--- src/hw/rtl/ood_pkg.sv ---
package ood_pkg;

  localparam int FREQ_BITS = 27;
  localparam int QUO_BITS = 12;
  localparam int DIV_W = FREQ_BITS + QUO_BITS;
  localparam int DIV_STEPS = QUO_BITS;
  localparam int OCT_COUNT = 15;
  localparam int QUEUE_DEPTH = 4;
  localparam int QUEUE_AW = $clog2(QUEUE_DEPTH);

  localparam logic [FREQ_BITS-1:0] FREQ_MIN = FREQ_BITS'(32'd1039);
  localparam logic [FREQ_BITS-1:0] FREQ_LIMIT = FREQ_BITS'(32'd68030000);
  localparam logic [11:0] DAC_SCALE = 12'd2078;
  localparam int DAC_SHIFT = 10;
  localparam logic [QUO_BITS-1:0] DAC_BASE = QUO_BITS'(2048);
  localparam logic [QUO_BITS-1:0] DAC_SAT_HI = QUO_BITS'(1025);
  localparam logic [9:0] DAC_MAX = 10'd1023;

  localparam logic [FREQ_BITS-1:0] OCT_EDGES [OCT_COUNT] = '{
    FREQ_BITS'(32'd2076), FREQ_BITS'(32'd4152), FREQ_BITS'(32'd8304),
    FREQ_BITS'(32'd16610), FREQ_BITS'(32'd33220), FREQ_BITS'(32'd66430),
    FREQ_BITS'(32'd132900), FREQ_BITS'(32'd265700), FREQ_BITS'(32'd531400),
    FREQ_BITS'(32'd1063000), FREQ_BITS'(32'd2126000), FREQ_BITS'(32'd4252000),
    FREQ_BITS'(32'd8503000), FREQ_BITS'(32'd17010000), FREQ_BITS'(32'd34010000)
  };

  typedef struct packed {
    logic [FREQ_BITS-1:0] freq_hz;
    logic [1:0]           output_mode;
  } request_t;

  typedef struct packed {
    logic        status;
    logic [3:0]  octave;
    logic [9:0]  dac_value;
    logic [15:0] control_word;
  } result_t;

  typedef struct packed {
    logic                 err;
    logic [3:0]           octave;
    logic [1:0]           mode;
    logic [FREQ_BITS-1:0] freq;
    logic [DIV_W-1:0]     num;
  } class_t;

  typedef struct packed {
    logic                 err;
    logic [3:0]           octave;
    logic [1:0]           mode;
    logic [FREQ_BITS-1:0] freq;
    logic [DIV_W-1:0]     rem;
    logic [QUO_BITS-1:0]  quo;
  } div_t;

  function automatic class_t classify(request_t r);
    class_t c;
    c.err = (r.freq_hz < FREQ_MIN) || (r.freq_hz >= FREQ_LIMIT);
    c.octave = 4'd0;
    for (int i = 0; i < OCT_COUNT; i++) begin
      if (r.freq_hz >= OCT_EDGES[i]) begin
        c.octave = 4'(i + 1);
      end
    end
    c.mode = r.output_mode;
    c.freq = r.freq_hz;
    // ceil division done as floor of (num + f - 1) / f
    c.num = (DIV_W'(DAC_SCALE) << (DAC_SHIFT + int'(c.octave)))
            + DIV_W'(r.freq_hz) - DIV_W'(1);
    return c;
  endfunction

  function automatic result_t pack_result(div_t s);
    result_t r;
    logic [QUO_BITS-1:0] v;
    r = '0;
    v = DAC_BASE - s.quo;
    r.status = s.err;
    if (!s.err) begin
      r.octave = s.octave;
      if (s.quo >= DAC_BASE) begin
        r.dac_value = 10'd0;
      end else if (s.quo < DAC_SAT_HI) begin
        r.dac_value = DAC_MAX;
      end else begin
        r.dac_value = v[9:0];
      end
      r.control_word = {r.octave, r.dac_value, s.mode};
    end
    return r;
  endfunction

endpackage

--- src/hw/rtl/oscillator_octave_dac_word.sv ---
// oscillator octave and dac control word
// input channel: a request word (freq_hz, output_mode) is taken on push when
//   full is low
// result channel: the oldest result word (status, octave, dac_value,
//   control_word) is shown while empty is low and leaves on pop
// one result word per request word, in request order
// the front stage range checks the frequency, picks the octave and builds
//   the rounded-up numerator; a four-word queue follows
// the back part is a twelve-stage restoring divider, one quotient bit per
//   stage, then the saturating dac logic feeding the output register
// throughput: one word per cycle while pop keeps up, limited by one divider stage per cycle
// when pop stays low with a result shown the back part holds, the queue fills, then the front
//   stage holds and full goes high; nothing is dropped
// out of range frequencies give status 1 and zero octave, dac and word
// reset (rst, synchronous) empties every stage and the queue
module oscillator_octave_dac_word (
  input  logic              clk,
  input  logic              rst,
  input  logic              push,
  output logic              full,
  input  ood_pkg::request_t request,
  output logic              empty,
  input  logic              pop,
  output ood_pkg::result_t  result
);

  logic            q_full;
  logic            q_empty;
  logic            q_rd;
  logic            fwd_valid;
  ood_pkg::class_t fwd;
  ood_pkg::class_t q_rdata;

  ood_front u_front (
    .clk       (clk),
    .rst       (rst),
    .push      (push),
    .full      (full),
    .request   (request),
    .q_full    (q_full),
    .fwd_valid (fwd_valid),
    .fwd       (fwd)
  );

  ood_queue u_queue (
    .clk     (clk),
    .rst     (rst),
    .wr      (fwd_valid),
    .wdata   (fwd),
    .q_full  (q_full),
    .rd      (q_rd),
    .q_empty (q_empty),
    .rdata   (q_rdata)
  );

  ood_back u_back (
    .clk     (clk),
    .rst     (rst),
    .q_empty (q_empty),
    .q_rdata (q_rdata),
    .q_rd    (q_rd),
    .pop     (pop),
    .empty   (empty),
    .result  (result)
  );

endmodule

--- src/hw/rtl/ood_front.sv ---
module ood_front (
  input  logic              clk,
  input  logic              rst,
  input  logic              push,
  output logic              full,
  input  ood_pkg::request_t request,
  input  logic              q_full,
  output logic              fwd_valid,
  output ood_pkg::class_t   fwd
);

  logic            fv;
  ood_pkg::class_t fdata;
  logic            load;

  assign full = fv && q_full;
  assign load = push && !full;
  assign fwd_valid = fv;
  assign fwd = fdata;

  always_ff @(posedge clk) begin
    if (rst) begin
      fv <= 1'b0;
    end else if (load) begin
      fv <= 1'b1;
    end else if (!q_full) begin
      fv <= 1'b0;
    end
  end

  always_ff @(posedge clk) begin
    if (load) begin
      fdata <= ood_pkg::classify(request);
    end
  end

endmodule

--- src/hw/rtl/ood_queue.sv ---
module ood_queue (
  input  logic            clk,
  input  logic            rst,
  input  logic            wr,
  input  ood_pkg::class_t wdata,
  output logic            q_full,
  input  logic            rd,
  output logic            q_empty,
  output ood_pkg::class_t rdata
);

  ood_pkg::class_t              mem [ood_pkg::QUEUE_DEPTH];
  logic [ood_pkg::QUEUE_AW-1:0] wr_ptr;
  logic [ood_pkg::QUEUE_AW-1:0] rd_ptr;
  logic [ood_pkg::QUEUE_AW:0]   count;
  logic                         do_wr;
  logic                         do_rd;

  assign q_full = (count == (ood_pkg::QUEUE_AW + 1)'(ood_pkg::QUEUE_DEPTH));
  assign q_empty = (count == '0);
  assign do_wr = wr && !q_full;
  assign do_rd = rd && !q_empty;
  assign rdata = mem[rd_ptr];

  always_ff @(posedge clk) begin
    if (rst) begin
      wr_ptr <= '0;
      rd_ptr <= '0;
      count <= '0;
    end else begin
      if (do_wr) begin
        wr_ptr <= wr_ptr + 1'b1;
      end
      if (do_rd) begin
        rd_ptr <= rd_ptr + 1'b1;
      end
      if (do_wr && !do_rd) begin
        count <= count + 1'b1;
      end else if (do_rd && !do_wr) begin
        count <= count - 1'b1;
      end
    end
  end

  always_ff @(posedge clk) begin
    if (do_wr) begin
      mem[wr_ptr] <= wdata;
    end
  end

endmodule

--- src/hw/rtl/ood_back.sv ---
module ood_back (
  input  logic             clk,
  input  logic             rst,
  input  logic             q_empty,
  input  ood_pkg::class_t  q_rdata,
  output logic             q_rd,
  input  logic             pop,
  output logic             empty,
  output ood_pkg::result_t result
);

  logic                    en;
  logic                    ov;
  ood_pkg::result_t        odata;
  logic                    sv [ood_pkg::DIV_STEPS+1];
  ood_pkg::div_t           sd [ood_pkg::DIV_STEPS+1];

  assign en = !ov || pop;
  assign q_rd = en && !q_empty;
  assign empty = !ov;
  assign result = odata;

  always_ff @(posedge clk) begin
    if (rst) begin
      sv[0] <= 1'b0;
    end else if (en) begin
      sv[0] <= !q_empty;
    end
  end

  always_ff @(posedge clk) begin
    if (q_rd) begin
      sd[0].err <= q_rdata.err;
      sd[0].octave <= q_rdata.octave;
      sd[0].mode <= q_rdata.mode;
      sd[0].freq <= q_rdata.freq;
      sd[0].rem <= q_rdata.num;
      sd[0].quo <= '0;
    end
  end

  // one quotient bit per stage, most significant first
  for (genvar j = 0; j < ood_pkg::DIV_STEPS; j++) begin : g_step
    localparam int SH = ood_pkg::DIV_STEPS - 1 - j;
    logic [ood_pkg::DIV_W-1:0] dv;
    logic                      take;

    assign dv = ood_pkg::DIV_W'(sd[j].freq) << SH;
    assign take = (sd[j].rem >= dv);

    always_ff @(posedge clk) begin
      if (rst) begin
        sv[j+1] <= 1'b0;
      end else if (en) begin
        sv[j+1] <= sv[j];
      end
    end

    always_ff @(posedge clk) begin
      if (en) begin
        sd[j+1].err <= sd[j].err;
        sd[j+1].octave <= sd[j].octave;
        sd[j+1].mode <= sd[j].mode;
        sd[j+1].freq <= sd[j].freq;
        sd[j+1].rem <= take ? (sd[j].rem - dv) : sd[j].rem;
        sd[j+1].quo <= {sd[j].quo[ood_pkg::QUO_BITS-2:0], take};
      end
    end
  end

  always_ff @(posedge clk) begin
    if (rst) begin
      ov <= 1'b0;
    end else if (en) begin
      ov <= sv[ood_pkg::DIV_STEPS];
    end
  end

  always_ff @(posedge clk) begin
    if (en) begin
      odata <= ood_pkg::pack_result(sd[ood_pkg::DIV_STEPS]);
    end
  end

endmodule

--- config.mk ---
export PLATFORM = sky130hd
export DESIGN_NAME = oscillator_octave_dac_word
export DESIGN_NICKNAME = d
export VERILOG_FILES = /design/src/hw/rtl/ood_pkg.sv /design/src/hw/rtl/oscillator_octave_dac_word.sv /design/src/hw/rtl/ood_front.sv /design/src/hw/rtl/ood_queue.sv /design/src/hw/rtl/ood_back.sv
export SDC_FILE = /design/constraint.sdc
export NUM_CORES = 2
export LEC_CHECK = 0
export CAP_MARGIN = 20
export CORE_AREA = 2 2 341 343
export DETAILED_ROUTE_END_ITERATION = 8
export DIE_AREA = 0 0 343 345
export DONT_BUFFER_PORTS = 1
export PLACE_DENSITY = 0.8
export SYNTH_ARGS = -nofsm -noshare
export SYNTH_HDL_FRONTEND = slang
export SYNTH_SLANG_ARGS = --single-unit
--- constraint.sdc ---
create_clock -name clk -period 30.7 [get_ports clk]
set_clock_uncertainty 0.15 [all_clocks]
set_input_delay 6.14 -clock clk [delete_from_list [all_inputs] [get_ports clk]]
set_output_delay 6.14 -clock clk [all_outputs]
set_load 0.02 [all_outputs]
==> metrics.md <==
| Metric | Value |
|---|---|
| Register-to-Register Setup Slack | `25,570 ps` |
| Fraction of the cycle the final worst path needs | `43.64%` |
| Sum of negative setup slack | `0 ps` |
| Wirelength, routed | `141,000 µm` |
| Distinct cell type count after synthesis | `97` |
| Core footprint | `115,100 µm²` |
| Clock sink count | `1,367` |
| Deepest clock path buffer count | `3` |
| TritonCTS clock tree | `done` |
| Maximum number of pins on one net before global-route repair | `205` |
| DR vias/cell | `5.959` |
| Area of the mapped netlist | `68,470 µm²` |
| Clock latency on the worst-skew pair | `780 ps` |
| Count of port buffers added during placement | `0` |
| R2r startpoint | `u_back.ov` |
| Library cell contributing the largest single delay on the critical path | `ha_1` |
| Most used flip-flop cell after synthesis | `edfxtp_1` |
| Mean routed wirelength per cell | `19.76 µm` |
| DRC violation total after the first TritonRoute iteration | `3,088` |
| Switching Share | `37.39%` |
| FF-to-FF End | `u_back.sd[2][233]` |
| Final setup vio count | `0` |
| Source of the critical timing path | `request[21]` |
| RePlAce Congestion | `0.9602` |
| Total global-route track usage | `23.83%` |
| Endpoint kind of the worst setup timing path | `flop` |
| Reg2Reg Depth | `7` |
| Synthesized netlist net count | `5,885` |
| Initial antenna violation count | `0` |
| Design internal power | `6.061 mW` |
| Seq cells post-synth | `1,367` |
| Maximum Capacitance Violations | `0` |
| Worst-margin pin slew | `1248 ps` |
| Post-route insts no fill | `7,135` |
| I/O pin count | `66` |
| Asr flop ratio synth | `0%` |
| Cells traversed along the worst timing path | `nor4_1 -> nand2_1 -> nor3_1 -> o311ai_1 -> a22oi_1 -> nand2_1 -> ha_1 -> clkinv_1 -> nand2_1 -> or2_2 -> ha_1 -> inv_1 -> ha_1 -> inv_1 -> fa_1 -> nor2b_1 -> o21ai_0 -> a21boi_0 -> o21ai_0 -> a211oi_1 -> o2111ai_1 -> a31oi_1 -> nor4_1 -> a311o_1` |
| Post CTS Setup Buffer Count | `0` |
| Die outline area | `118,300 µm²` |
| Worst hold path class | `reg2reg` |
| Number of cells on the critical path | `24` |
| Vias in the first global route | `42,660` |
| Longest individual stage delay on the worst path | `890 ps` |
| Number of synthesized flops with an enable pin | `1,356` |
| Startpoint type of the worst setup path | `primary input` |
| Clk pwr share | `17.1%` |
| Final HPWL DP | `100,800 µm` |
| WP buf/inv | `3` |
| Reg clk slew, reported paths | `60 ps` |
| Initial core utilization | `59.48%` |
| Number of routed nets with antenna violations | `0` |
| Most common cell after layout, fill and taps aside | `edfxtp_1` |
| Reported leakage power | `28.89 nW` |
| TritonRoute pass-1 iters | `6` |
| Number of fill cells in the layout | `8,151` |
| Final hold violation count | `0` |
| Synthesis-to-finish area growth | `9.123%` |
| Kind of cell adding the most delay to the critical path | `compound AO/OA/AOI/OAI gates` |
| Die Span Y | `345 µm` |
| Part of the power in combinational logic | `45.3%` |
| Seq pwr share | `37.6%` |
| Net count, final | `5,936` |
| DRC violation count after routing | `0` |
| Cell count after synthesis | `5,443` |
| Fraction of the core area covered by cells at the end of the flow | `64.91%` |
| Rel. slew slack | `16.79%` |
| Grt ovf | `0` |
| Wire length of the first global-routing pass | `222,300 µm` |
| Clock buffers created by TritonCTS | `141` |
| Std cell rows | `125` |
| Data required time of the worst path | `31,050 ps` |
| Root cell of the clock tree | `clkbuf_16` |
| # hold bufs at CTS | `0` |
| Worst Path Class, Setup | `in2reg` |
| Ratio of total power to cell area | `129.6 nW/µm²` |
| Crit-path max FO | `23` |
| Number of placed instances with taps included | `6,874` |
| Highest-count cells in the layout ignoring fill and taps | `edfxtp_1, inv_1, nand2_1` |
| Via count | `42,520` |
| Run status | `completed` |
| Layout cells sized above 1 | `7.613%` |
| Worst setup path endpoint | `u_front.fwd[37]` |
| Seq/Total Area, Yosys | `59.79%` |
| Unrepaired setup endpoints after global routing | `false` |
| Resize count post-CTS | `0` |
| Switching power summed over all nets | `3.619 mW` |
| Horizontal die dimension | `343 µm` |
| Number of max-slew violations in the final report | `0` |
| Min Clock Period, post-route | `13,400 ps` |
| Hold Slack | `261.0 ps` |
| WP data arrival | `13,750 ps` |
| Warnings, synthesis | `0` |
| Achievable clock frequency | `0.07463 GHz` |
| Peak ir drop on the vdd network | `0.00006255 V` |
| Mean Syn Cell Area | `12.58 µm²` |
| Number of H-tree levels | `4` |
-- state kept, by name, indices dropped and copies added, names as in the netlist, named ones only --
register,flops
u_back.sd,961
u_queue.mem,292
u_front.fwd,73
u_back.result,17
u_back.sv,13
u_queue.count,3
u_queue.rd_ptr,2
u_queue.wr_ptr,2
u_back.ov,1
u_front.fwd_valid,1
-- how the worst min path moves through the flow --
stage                       from                 to  slack (ps)  cells after the start
5_1_grt         u_back.sd[1][89]  u_back.sd[1][175]         270                      0
3_3_place_gp   u_back.sd[0][250]  u_back.sd[0][335]         250                      0
6_report       u_back.sd[1][255]    u_back.sd[2][1]         260                      0
2_1_floorplan   u_back.sd[0][78]  u_back.sd[0][163]         250                      0
3_5_place_dp    u_back.sd[0][80]  u_back.sd[0][165]         250                      0
4_1_cts         u_back.sd[1][89]  u_back.sd[1][175]         260                      0
-- final cells by class --
type	count	area (µm²)	share of cell area, %
diodes	2	5.005	0.006699
clock buffers	185	3766	5.041
clock inverters	73	767.0	1.027
inverters	513	1933	2.587
multi-input cells	3437	25120	33.62
flip-flops and latches	1367	40940	54.80
well taps	1524	1907	2.552
repair buffers	34	270.3	0.3617
-- synth_stat cells, drive strengths merged, types with 10 or more instances --
| library cell | n | share of area, % |
|---|---|---|
| xnor2 | 172 | 2.2 |
| or4 | 14 | 0.15 |
| fa | 13 | 0.38 |
| and3 | 51 | 0.47 |
| nor2b | 55 | 0.50 |
| clkbuf | 86 | 0.47 |
| buf | 40 | 0.32 |
| o21bai | 35 | 0.38 |
| mux4 | 73 | 2.4 |
| nor3 | 124 | 0.92 |
| a21oi | 297 | 2.2 |
| o211ai | 28 | 0.31 |
| nor4b | 17 | 0.22 |
| and2 | 36 | 0.33 |
| mux2i | 13 | 0.19 |
| a31oi | 50 | 0.47 |
| o2111ai | 18 | 0.23 |
| nand2b | 64 | 0.58 |
| o31ai | 44 | 0.48 |
| o21a | 73 | 0.80 |
| ha | 396 | 7.2 |
| edfxtp | 1356 | 59 |
| xor2 | 145 | 1.9 |
| nand4 | 54 | 0.49 |
| nand2 | 400 | 2.2 |
| a2111oi | 10 | 0.15 |
| a21boi | 20 | 0.22 |
| inv | 512 | 2.8 |
| nand3b | 11 | 0.12 |
| a21o | 153 | 1.7 |
| a211oi | 36 | 0.39 |
| and4 | 16 | 0.20 |
| a211o | 13 | 0.17 |
| or3 | 37 | 0.34 |
| mux2 | 63 | 1.0 |
| o21ai | 360 | 2.6 |
| nor2 | 240 | 1.3 |
| nand3 | 80 | 0.58 |
| o41ai | 13 | 0.23 |
| dfxtp | 11 | 0.32 |
| nor4 | 55 | 0.52 |
| or2 | 25 | 0.23 |
| nand4b | 18 | 0.23 |
-- through the flow --
stage	area, µm²	total power, mW	setup WS, ps
after CTS	74700	9.673	17530
after detailed placement	70160	7.977	17030
after floorplan	68470	6.924	4339
final	74710	9.680	17300
after global placement	70160	7.792	17090
after global routing	74710	10.37	16760
-- cell families after synthesis --
logic type / share of synthesized area, %
flops: 59.79
xor+xnor: 4.066
simple gates: 9.618
mux: 3.627
compound gates: 11.67
buf+inv: 3.606
fa+ha+maj: 7.617
-- metal layers --
layer	global-route usage, %	vias to the layer above	wire, µm
met5	0	-	0
met4	12.82	0	7601
met3	3.225	359	5484
met2	45.39	1229	76790
met1	25.05	20430	51100
li1	-	20510	-
-- power groups by stage --
| stage | logic, mW | registers, mW | clock network [mW] |
|---|---|---|---|
| after floorplan | 3.46 | 3.47 | 0 |
| after global placement | 4.16 | 3.63 | 0 |
| after detailed placement | 4.32 | 3.66 | 0 |
| after CTS | 4.35 | 3.63 | 1.69 |
| after global routing | 4.90 | 3.72 | 1.76 |
| final | 4.39 | 3.63 | 1.66 |
Power figures use the tool's default switching activity.
